--- config.mk ---
export PLATFORM = sky130hd
export DESIGN_NAME = backing_store_map_table
export DESIGN_NICKNAME = d
export VERILOG_FILES = /design/src/rtl/core/bsmt_pkg.sv /design/src/rtl/core/backing_store_map_table.sv /design/src/rtl/core/bsmt_ram.sv /design/src/rtl/core/bsmt_ctrl.sv
export SDC_FILE = /design/constraint.sdc
export NUM_CORES = 1
export LEC_CHECK = 0
export ABC_AREA = 1
export ABC_CLOCK_PERIOD_IN_PS = 3610
export BUFFER_PORTS_ARGS = -buffer_cell sky130_fd_sc_hd__buf_2
export CORE_AREA = 2 2 233 235
export CTS_CLUSTER_SIZE = 10
export DETAILED_ROUTE_END_ITERATION = 8
export DIE_AREA = 0 0 235 237
export PLACE_DENSITY = 0.69
export RECOVER_POWER = 25
export SLEW_MARGIN = 20
export SYNTH_ARGS = -nofsm -noshare
export SYNTH_HDL_FRONTEND = slang
export SYNTH_SLANG_ARGS = --single-unit
--- constraint.sdc ---
create_clock -name clk -period 3.61 [get_ports clk]
set_input_delay 0.1805 -clock clk [delete_from_list [all_inputs] [get_ports clk]]
set_output_delay 0.1805 -clock clk [all_outputs]
set_load 0.005 [all_outputs]
--- src/rtl/core/bsmt_pkg.sv ---
// ----------------------------------------------------------------------------
// bsmt_pkg
// Shared types and constants of the backing-store map table: table size,
// page geometry, entry layout, command codes and the result bundle.
// ----------------------------------------------------------------------------
package bsmt_pkg;

  localparam int ENTRIES    = 16;
  localparam int ENTRY_W    = (ENTRIES > 1) ? $clog2(ENTRIES) : 1;
  localparam int PAGE_BYTES = 4096;
  localparam int PAGE_SHIFT = $clog2(PAGE_BYTES);
  localparam int APAGE_W    = 32 - PAGE_SHIFT;
  localparam int DIFF_W     = 26;

  localparam logic [19:0] DEFAULT_BASE = 20'd4096;
  localparam logic signed [DIFF_W-1:0] OFFSET_MAX = DIFF_W'(1048575);
  localparam logic signed [DIFF_W-1:0] OFFSET_MIN = -DIFF_W'(1048575);

  typedef enum logic [2:0] {
    CMD_CLEAR  = 3'd0,
    CMD_FIND   = 3'd1,
    CMD_FREE   = 3'd2,
    CMD_LOOKUP = 3'd3,
    CMD_MAP    = 3'd4,
    CMD_UNMAP  = 3'd5
  } cmd_t;

  typedef enum logic [2:0] {
    S_IDLE,
    S_SCAN,
    S_FREE_RD,
    S_FREE_WR,
    S_RESP
  } state_t;

  typedef struct packed {
    logic        mapped;
    logic        owner_present;
    logic [7:0]  owner;
    logic [7:0]  pages;
    logic [19:0] base;
    logic        priv;
    logic        lock;
  } entry_t;

  localparam int ENTRY_BITS = $bits(entry_t);

  localparam entry_t RESET_ENTRY = '{
    mapped:        1'b0,
    owner_present: 1'b0,
    owner:         8'd0,
    pages:         8'd0,
    base:          DEFAULT_BASE,
    priv:          1'b0,
    lock:          1'b0
  };

  typedef struct packed {
    logic               status;
    logic [3:0]         store_index;
    logic signed [20:0] page_offset;
  } result_t;

endpackage

--- src/rtl/core/backing_store_map_table.sv ---
// Clear all, map and refused commands go from the transfer straight to the
// result state; free by index reads the entry and writes it back first; find
// free, lookup and unmap scan the entry RAM read port, one entry per cycle.
// Throughput: one command at a time; the next is taken once the result moves
// to the output register. Reset clears the per-entry valid bits at once, so
// every entry reads as its default with no clearing pass.
// ----------------------------------------------------------------------------
// backing_store_map_table
// Table of backing-store entries driven by one command per transfer, with a
// registered result stage on the output channel.
// ----------------------------------------------------------------------------
module backing_store_map_table (
  input  logic               clk,
  input  logic               rst,
  input  logic               in_valid,
  output logic               in_stall,
  input  logic [2:0]         command,
  input  logic [3:0]         entry_index,
  input  logic [7:0]         owner_id,
  input  logic [31:0]        virtual_address,
  input  logic [19:0]        virtual_page,
  input  logic [7:0]         page_count,
  output logic               out_valid,
  input  logic               out_stall,
  output logic               status,
  output logic [3:0]         store_index,
  output logic signed [20:0] page_offset
);

  import bsmt_pkg::*;

  result_t res;
  logic    res_valid;
  logic    res_take;

  bsmt_ctrl u_ctrl (
    .clk            (clk),
    .rst            (rst),
    .in_valid       (in_valid),
    .in_stall       (in_stall),
    .command        (command),
    .entry_index    (entry_index),
    .owner_id       (owner_id),
    .virtual_address(virtual_address),
    .virtual_page   (virtual_page),
    .page_count     (page_count),
    .res_valid      (res_valid),
    .res_take       (res_take),
    .res            (res)
  );

  assign res_take = !out_valid || !out_stall;

  always_ff @(posedge clk) begin
    if (rst) begin
      out_valid <= 1'b0;
    end else if (res_valid && res_take) begin
      out_valid <= 1'b1;
    end else if (!out_stall) begin
      out_valid <= 1'b0;
    end
    if (res_valid && res_take) begin
      status      <= res.status;
      store_index <= res.store_index;
      page_offset <= res.page_offset;
    end
  end

endmodule

--- src/rtl/core/bsmt_ram.sv ---
// ----------------------------------------------------------------------------
// bsmt_ram
// Generic single-write, single-read synchronous RAM with registered read.
// ----------------------------------------------------------------------------
module bsmt_ram #(
  parameter int WIDTH = 8,
  parameter int DEPTH = 16,
  localparam int AW   = (DEPTH > 1) ? $clog2(DEPTH) : 1
) (
  input  logic             clk,
  input  logic             wr_en,
  input  logic [AW-1:0]    wr_addr,
  input  logic [WIDTH-1:0] wr_data,
  input  logic             rd_en,
  input  logic [AW-1:0]    rd_addr,
  output logic [WIDTH-1:0] rd_data
);

  logic [WIDTH-1:0] mem [DEPTH];

  always_ff @(posedge clk) begin
    if (wr_en) begin
      mem[wr_addr] <= wr_data;
    end
    if (rd_en) begin
      rd_data <= mem[rd_addr];
    end
  end

endmodule

--- src/rtl/core/bsmt_ctrl.sv ---
// ----------------------------------------------------------------------------
// bsmt_ctrl
// Command sequencer: entry RAM, per-entry valid bits, table scan with
// pipelined reads, read-modify-write for free, and result formation.
// ----------------------------------------------------------------------------
module bsmt_ctrl (
  input  logic              clk,
  input  logic              rst,
  input  logic              in_valid,
  output logic              in_stall,
  input  logic [2:0]        command,
  input  logic [3:0]        entry_index,
  input  logic [7:0]        owner_id,
  input  logic [31:0]       virtual_address,
  input  logic [19:0]       virtual_page,
  input  logic [7:0]        page_count,
  output logic              res_valid,
  input  logic              res_take,
  output bsmt_pkg::result_t res
);

  import bsmt_pkg::*;

  localparam logic [ENTRY_W-1:0] LAST = ENTRY_W'(ENTRIES - 1);

  state_t               state, state_next;
  cmd_t                 cmd_q, cmd_q_next;
  logic [ENTRY_W-1:0]   idx_q, idx_q_next;
  logic [7:0]           owner_q, owner_q_next;
  logic [APAGE_W-1:0]   apage_q, apage_q_next;
  logic [ENTRY_W-1:0]   cnt, cnt_next;
  logic                 issuing, issuing_next;
  logic                 pend_valid, pend_valid_next;
  logic [ENTRY_W-1:0]   pend_idx, pend_idx_next;
  logic [ENTRIES-1:0]   ent_valid, ent_valid_next;
  logic                 res_ok, res_ok_next;
  logic [ENTRY_W-1:0]   res_idx, res_idx_next;
  logic [19:0]          base_hit, base_hit_next;

  logic                 wr_en;
  logic [ENTRY_W-1:0]   wr_addr;
  entry_t               wr_ent;
  logic                 rd_en;
  logic [ENTRY_W-1:0]   rd_addr;
  logic [ENTRY_BITS-1:0] rd_data;
  entry_t               rd_ent;
  logic                 in_range;
  logic                 hit;
  logic signed [DIFF_W-1:0] diff;
  logic signed [20:0]   offset_sat;

  bsmt_ram #(
    .WIDTH(ENTRY_BITS),
    .DEPTH(ENTRIES)
  ) u_ram (
    .clk    (clk),
    .wr_en  (wr_en),
    .wr_addr(wr_addr),
    .wr_data(wr_ent),
    .rd_en  (rd_en),
    .rd_addr(rd_addr),
    .rd_data(rd_data)
  );

  assign rd_ent   = ent_valid[pend_idx] ? entry_t'(rd_data) : RESET_ENTRY;
  assign in_range = (32'(entry_index) < ENTRIES);
  assign hit      = pend_valid &&
                    ((cmd_q == CMD_FIND) ? !rd_ent.mapped
                                         : (rd_ent.owner_present &&
                                            rd_ent.owner == owner_q));

  assign diff = $signed(DIFF_W'(apage_q)) - $signed(DIFF_W'(base_hit));

  always_comb begin
    if (diff > OFFSET_MAX) begin
      offset_sat = 21'(OFFSET_MAX);
    end else if (diff < OFFSET_MIN) begin
      offset_sat = 21'(OFFSET_MIN);
    end else begin
      offset_sat = 21'(diff);
    end
  end

  assign in_stall        = (state != S_IDLE);
  assign res_valid       = (state == S_RESP);
  assign res.status      = !res_ok;
  assign res.store_index = res_ok ? 4'(res_idx) : 4'd0;
  assign res.page_offset = (res_ok && cmd_q == CMD_LOOKUP) ? offset_sat : 21'sd0;

  always_ff @(posedge clk) begin
    if (rst) begin
      state      <= S_IDLE;
      issuing    <= 1'b0;
      pend_valid <= 1'b0;
      ent_valid  <= '0;
    end else begin
      state      <= state_next;
      issuing    <= issuing_next;
      pend_valid <= pend_valid_next;
      ent_valid  <= ent_valid_next;
    end
    cmd_q    <= cmd_q_next;
    idx_q    <= idx_q_next;
    owner_q  <= owner_q_next;
    apage_q  <= apage_q_next;
    cnt      <= cnt_next;
    pend_idx <= pend_idx_next;
    res_ok   <= res_ok_next;
    res_idx  <= res_idx_next;
    base_hit <= base_hit_next;
  end

  always_comb begin
    state_next      = state;
    cmd_q_next      = cmd_q;
    idx_q_next      = idx_q;
    owner_q_next    = owner_q;
    apage_q_next    = apage_q;
    cnt_next        = cnt;
    issuing_next    = issuing;
    pend_valid_next = 1'b0;
    pend_idx_next   = pend_idx;
    ent_valid_next  = ent_valid;
    res_ok_next     = res_ok;
    res_idx_next    = res_idx;
    base_hit_next   = base_hit;
    wr_en           = 1'b0;
    wr_addr         = idx_q;
    wr_ent          = rd_ent;
    rd_en           = 1'b0;
    rd_addr         = cnt;

    case (state)
      S_IDLE: begin
        if (in_valid) begin
          cmd_q_next   = cmd_t'(command);
          idx_q_next   = ENTRY_W'(entry_index);
          owner_q_next = owner_id;
          apage_q_next = APAGE_W'(virtual_address >> PAGE_SHIFT);
          cnt_next     = '0;
          issuing_next = 1'b1;
          res_ok_next  = 1'b0;
          res_idx_next = '0;
          state_next   = S_RESP;
          case (cmd_t'(command))
            CMD_CLEAR: begin
              ent_valid_next = '0;
              res_ok_next    = 1'b1;
            end
            CMD_FIND, CMD_LOOKUP, CMD_UNMAP: begin
              state_next = S_SCAN;
            end
            CMD_FREE: begin
              if (in_range) begin
                state_next = S_FREE_RD;
              end
            end
            CMD_MAP: begin
              if (in_range) begin
                wr_en                 = 1'b1;
                wr_addr               = ENTRY_W'(entry_index);
                wr_ent.mapped         = 1'b1;
                wr_ent.owner_present  = 1'b1;
                wr_ent.owner          = owner_id;
                wr_ent.pages          = page_count;
                wr_ent.base           = virtual_page;
                wr_ent.priv           = 1'b0;
                wr_ent.lock           = 1'b1;
                ent_valid_next[ENTRY_W'(entry_index)] = 1'b1;
                res_ok_next           = 1'b1;
              end
            end
            default: begin
            end
          endcase
        end
      end

      S_SCAN: begin
        rd_en           = issuing;
        rd_addr         = cnt;
        pend_valid_next = issuing;
        pend_idx_next   = cnt;
        if (issuing) begin
          if (cnt == LAST) begin
            issuing_next = 1'b0;
          end else begin
            cnt_next = cnt + 1'b1;
          end
        end
        if (hit) begin
          res_ok_next     = 1'b1;
          res_idx_next    = pend_idx;
          base_hit_next   = rd_ent.base;
          pend_valid_next = 1'b0;
          issuing_next    = 1'b0;
          if (cmd_q == CMD_UNMAP) begin
            ent_valid_next[pend_idx] = 1'b0;
          end
          state_next = S_RESP;
        end else if (pend_valid && pend_idx == LAST) begin
          pend_valid_next = 1'b0;
          issuing_next    = 1'b0;
          state_next      = S_RESP;
        end
      end

      S_FREE_RD: begin
        rd_en         = 1'b1;
        rd_addr       = idx_q;
        pend_idx_next = idx_q;
        state_next    = S_FREE_WR;
      end

      S_FREE_WR: begin
        wr_en                = 1'b1;
        wr_addr              = idx_q;
        wr_ent.mapped        = 1'b0;
        wr_ent.owner_present = 1'b0;
        wr_ent.owner         = 8'd0;
        wr_ent.pages         = 8'd0;
        ent_valid_next[idx_q] = 1'b1;
        res_ok_next          = 1'b1;
        state_next           = S_RESP;
      end

      S_RESP: begin
        if (res_take) begin
          state_next = S_IDLE;
        end
      end

      default: begin
        state_next = S_IDLE;
      end
    endcase
  end

endmodule

# ---- After elaboration in Yosys (flattened, before gate mapping)
# Memory sizes are Yosys's and may differ from the RTL's. A register that Yosys moved wholly into a read port is not among the register bits.
# Cells that the tools add are included.
dict set report op_classes {
  n_addsub 2
  mul 0
  n_div 0
  order_cmp 8
  eq_ne 24
  shifts 0
  muxes 56
  bitwise_logic 6
  n_reduce_logical 31
}
# op count
set ops {}
lappend ops {{$mux W40} 3}
lappend ops {{$mux W16} 3}
lappend ops {{$pmux W16 S3} 1}
lappend ops {{$pmux W18 S2} 1}
lappend ops {{$mux W4} 8}
lappend ops {{$or A16 B16 Y16} 2}
lappend ops {{$pmux W16 S2} 1}
lappend ops {{$gt A26 B21 Y1 const B} 1}
lappend ops {{$lt A26 B21 Y1 const B} 1}
lappend ops {{$pmux W4 S2} 3}
lappend ops {{$mux W22} 1}
lappend ops {{$mux W21} 1}
lappend ops {{$sub A20 B20 Y21} 1}
lappend ops {{$mux W20} 1}
lappend ops {{$mux W1} 19}
lappend ops {{$and A16 B16 Y16} 1}
lappend ops {{$not A16 Y16} 1}
lappend ops {{$eq A3 B2 Y1 const B} 5}
lappend ops {{$lt A4 B5 Y1 const B} 3}
lappend ops {{$pmux W3 S5} 1}
lappend ops {{$demux W1 S4} 3}
lappend ops {{$eq A3 B3 Y1 const B} 4}
lappend ops {{$ge A4 B1 Y1 const B} 3}
lappend ops {{$mux W3} 4}
lappend ops {{other kinds (26)} 55}
dict set report totals {
  reg_bits 116
  latch_bits 0
  ramBits 640
  rom_bits 0
  wordCells 146
  n_memories 1
}
# name words width read_ports rd_clocked_by_memory_dff write_ports line_no
set mem_list {}
lappend mem_list {u_ctrl.u_ram.mem 16 40 1 1 1 bsmt_ram.sv:19} ;# logic [WIDTH-1:0] mem [DEPTH];

# ---- Longest topological paths before layout
dict set report logic_depth {
  depth_word 9
  mapped_depth 24
  mapped_depth_nobuf 23
}

# ---- By module
# Synthesis repeated with hierarchy kept, for this count alone.
dict set report hier_totals {
  cells_unflattened 3608
  hier_area_um2 35965.7
}
# mod instances cells_each area_each_um2 seq_area_each_um2
set by_module_without_submodules {}
lappend by_module_without_submodules {bsmt_ram 1 2645 28687.5 20419.6}
lappend by_module_without_submodules {bsmt_ctrl 1 932 6453.7 2462.4}
lappend by_module_without_submodules {backing_store_map_table 1 31 824.5 800.8}

# ---- Worst setup path before layout
# OpenSTA, ideal clock, no wires.
dict set report synth_timing {
  kind {register to register}
  startpoint {reg u_ctrl.state[0]}
  endpoint {reg u_ctrl.u_ram.rd_data[10] (read register of u_ctrl.u_ram.mem) (enable)}
  setup_time_ns 0.459
  arrival_ns 3.312
  required_ns 3.151
  setup_slack_ns -0.161
  stages_incl_launch_ff 6
  cell_sequence {dfxtp_1 nand2_1 nor2_2 inv_2 clkbuf_1 o21ai_0}
}
dict set report synth_between {
  elab_chain_len 2
  elab_cells_between_ends 4
  cone_classes {eq/ne: 2; mux: 2}
}
# element line_no
set synth_lines {}
lappend synth_lines {{from (decl)} bsmt_ctrl.sv:26} ;# state_t state, state_next;
lappend synth_lines {{from (signal assigned)} bsmt_ctrl.sv:97} ;# state <= state_next;
lappend synth_lines {{$eq A3 B2 Y1 / $eq A3 B1 Y1 (equally long branches)} bsmt_ctrl.sv:133} ;# case (state)
lappend synth_lines {{$pmux W1 S2 (*)} bsmt_ctrl.sv:133}
lappend synth_lines {{net u_ctrl.rd_en} bsmt_ctrl.sv:43} ;# logic rd_en;
lappend synth_lines {{to (decl)} bsmt_ram.sv:16} ;# output logic [WIDTH-1:0] rd_data
# Mark *: on every way through the listed nets, which the timed path passes. The rest lies on a longest branch.
# A chain may end at the register's enable or synchronous reset.

# ---- Final worst setup path
dict set report layout_timing {
  startpoint {reg u_ctrl.base_hit[0]}
  endpoint {reg page_offset[2] (data pin)}
}
dict set report layout_between {
  elab_chain_len 4
  elab_cells_between_ends 5
  cone_classes {add/sub: 1; order compare: 2; mux: 2}
}
# element line_no
set layout_lines {}
lappend layout_lines {{from (decl)} bsmt_ctrl.sv:38} ;# logic [19:0] base_hit, base_hit_next;
lappend layout_lines {{from (signal assigned)} bsmt_ctrl.sv:110} ;# base_hit <= base_hit_next;
lappend layout_lines {{$sub A20 B20 Y21 (*)} bsmt_ctrl.sv:72} ;# assign diff = $signed(DIFF_W'(apage_q)) - $signed(DIFF_W'(base_hit));
lappend layout_lines {{$lt A26 B21 Y1} bsmt_ctrl.sv:77} ;# end else if (diff < OFFSET_MIN) begin
lappend layout_lines {{$mux W21} bsmt_ctrl.sv:77}
lappend layout_lines {{$mux W20 (*)} bsmt_ctrl.sv:75} ;# if (diff > OFFSET_MAX) begin
lappend layout_lines {{to (signal assigned)} backing_store_map_table.sv:65} ;# page_offset <= res.page_offset;
lappend layout_lines {{to (decl)} backing_store_map_table.sv:27} ;# output logic signed [20:0] page_offset
# Mark *: on every way between the ends. The rest lies on a longest branch, timed or not.

==> impl_results.md <==
- Status: complete, but fails checks
- Failing checks: capacitance limit, slew limit
- Unrepaired setup endpoints after global routing: false
- Post-Syn Area: 26440 µm²
- Fmax achieved: 298.7 MHz
- Gate Count Post-Synth: 2234
- Power Dens Cells: 657.7 nW/µm²
- GRT overflow: 0
- TritonCTS buffer count: 74
- Via-to-Cell Ratio: 5.922
- Final instance area: 30460 µm²
- Post-synthesis cell type count: 47
- Final Util: 57.16%
- HPWL Detailed: 38510 µm
- Worst vdd ir: 0.3927 mV
- Gpl congestion: 0.8868
- Top delay family on crit path: simple AND/OR/NAND/NOR gates
- Ys async rst share: 0%
- Worst rel slew slack: -31.67%
- Worst-Margin Slew: 1.968 ns
- Worst setup EP type: register
- Total number of vias: 18369
- Antenna cells: 0
- Vias in the first global route: 17963
- Share of the synthesized area in the top cell type: 68.61%
- WL per Instance: 21.93 µm
- Maxcap violations: 1
- Pleak: 10.85 nW
- Number of detailed-route iterations in the first pass: 5
- CTS Sinks: 626
- Starting DRC count in detailed routing: 1981
- Final period util: 92.74%
- Max stage delay cell, worst path: fa_1
- Area Growth Syn to Fin: 15.21%
- Yosys top cell by area: edfxtp_1
- Gr usage total: 24.02%
- Hold Fails Final Rpt: 0
- Die Width: 235 µm
- Antenna violations before repair: 2
- Worst hold path class: in2reg
- Synth Register Bits: 626
- First-pass GRT wire length: 102500 µm
- Pin count of the biggest net entering global routing: 141
- CP max stage delay: 0.41 ns
- Min cycle time layout: 3.348 ns
- Critical Path RT: 4.06 ns
- I/O Buffers: 86
- Largest fanout on the critical path: 19
- Slew Viols, Final: 27
- Nets@finish: 2483
- Syn Area/Cell: 11.83 µm²
- CP most frequent cell: nand2_1
- # rows: 85
- Critical Path AT: 3.80 ns
- Maximum clock path buffer count: 3
- Share of the yosys chip area belonging to registers: 70.28%
- Crit-path cells: ha_1 > fa_1 > nand3b_1 > nand2_1 > nand2_1 > o211ai_1 > nand4_1 > nand2_1 > a21oi_1 > o21ai_1 > nand2_1 > nand2_1 > nand4_1 > o21ai_1 > ha_1 > or2_4 > nor2_1
- Post-route antenna net violation count: 0
- Worst Skew: 0.02119 ns
- WHS: 0.1219 ns
- Routed Wire Length: 68040 µm
- Die H: 237 µm
- Initial Util: 49.61%
- Area contributors post-synth: edfxtp_1, o21ai_0, nor2_1
- Boundary Pins: 107
- Placed inst area: 28100 µm²
- Startpoint types: register
- Post-Syn Nets: 2336
- CP bufs+invs: 0
- Final setup fails: 0
- Clock slew at reported path FFs: 0.05 ns
- Setup TNS: 0 ns
- Root buf cell: clkbuf_16
- Post-synth EDFFs: 604
- Setup CP Type: reg2reg
- Yosys warning count: 0
- H-tree Lvls: 3
- CTS tree: yes
- Die Area: 55700 µm²
- Top_reg_cell synth: edfxtp_1
- Remaining DRCs: 0
- Floorplan core area: 53280 µm²
- Ratio of cells with drive above 1 in the final layout: 10.52%
- Clk_lat worst skew: 0.61 ns
power by group:
group	total [W]	internal, W	switching, W	leakage [nW]
combinational	0.00455	0.00127	0.00328	4.05
clock	0.00666	0.00392	0.00274	1.02
sequential	0.00882	0.00868	0.000139	5.77
sequential cells by signal, indices dropped and copies added, names as in the netlist, 8 cells and up:
name / cells
u_ctrl.apage_q: 20
u_ctrl.owner_q: 8
page_offset: 21
u_ctrl.base_hit: 20
u_ctrl.u_ram.rd_data: 30
u_ctrl.ent_valid: 16
u_ctrl.u_ram.mem: 480
routing by layer:
layer  up-vias  track usage [%]  routed length [µm]
met1      8993            32.07               27480
met5         -                0                   0
met3       141            3.556                5773
met2       866            39.84               32960
met4         0            9.513                1831
li1       8369                -                   -
cell usage after synthesis (2+ instances only):
master      n
ha_1       22
clkinv_1    2
inv_1     144
nand2_1   258
a22oi_1     4
a311oi_1    4
nor2_1    375
o221ai_1   89
nor3b_1     3
o211ai_1   33
nor3_1      7
a21oi_1    54
nand4_1    23
clkbuf_1   97
dfxtp_1    22
nand2_4     3
o311ai_0    4
nand3_1    57
buf_2       9
buf_1      11
a31oi_1     7
a21o_1      2
o21bai_1    5
o21ai_0   283
a221oi_1    7
inv_2      15
nor4_1      4
nand3b_1    3
edfxtp_1  604
xnor2_1     7
o22ai_1    33
or2_2       5
xor2_1     11
nand2_2    13
nor2_2      2
cells by family (layout without fill, tap and decap cells):
kind of cell / Yosys count / after routing / share of synthesized area (%)
DFF: 626 / 626 / 70.28
xor gates and xnor gates: 18 / 18 / 0.5964
and+or+nand+nor: 756 / 756 / 11.76
AOI/OAI and AO/OA: 531 / 531 / 12.19
buffers and inverters: 280 / 452 / 4.061
adders and majority gates: 23 / 23 / 1.117
through the flow:
stage          instances  worst slack (ns)  power, W
4_1_cts             3099           0.02777   0.02012
6_report            3102            0.2621   0.02003
5_1_grt             3102           0.01154   0.02084
3_5_place_dp        2961           0.08234   0.01345
2_1_floorplan       2234            0.1619   0.01193
3_3_place_gp        2961            0.1116   0.01332
area by class of cell:
class | count | area, µm²
Clock inverter | 9 | 111.4
Sequential cell | 626 | 18580
Tap cell | 696 | 870.8
Multi-Input combinational cell | 1328 | 6928
Inverter | 161 | 609.3
Fill cell | 4237 | 22830
Timing Repair Buffer | 190 | 1365
Clock buffer | 92 | 1993
what timing repair did:
action	CTS	global route
gates resized for setup	0	4
buffers inserted	0	3
endpoints found under the hold margin	38	0
endpoints found under the setup margin	0	41
hold buffers	37	0
final timing paths:
| check | from | to | slack [ns] | cells after the start |
|---|---|---|---|---|
| max | u_ctrl.base_hit[0] | page_offset[2] | 0.26 | 17 |
| min | in_valid | u_ctrl.res_ok | 0.12 | 5 |
| max reg2reg | u_ctrl.base_hit[0] | page_offset[2] | 0.26 | 17 |
| min reg2reg | out_valid | out_valid | 0.51 | 2 |
tightest hold or removal path: stages:
cell,delay [ns]
buf_2,0.08
nor2_1,0.04
inv_1,0.07
nand2_1,0.07
a21oi_1,0.13
placed cells by master, fill, tap and decap left out, types with 22 or more instances in the layout:
cell type      Yosys  layout
edfxtp_1         604     604
ha_1              22      22
nand4_1           23      23
o211ai_1          33      33
o221ai_1          89      89
buf_2              9      53
o21ai_0          283     281
inv_1            144     146
buf_4              1      40
nand3_1           57      57
o22ai_1           33      33
dlygate4sd3_1      0      37
a21oi_1           54      54
clkbuf_16          0      77
clkbuf_1          97      57
nor2_1           375     358
dfxtp_1           22      22
nand2_1          258     258
Power figures use the tool's default switching activity.
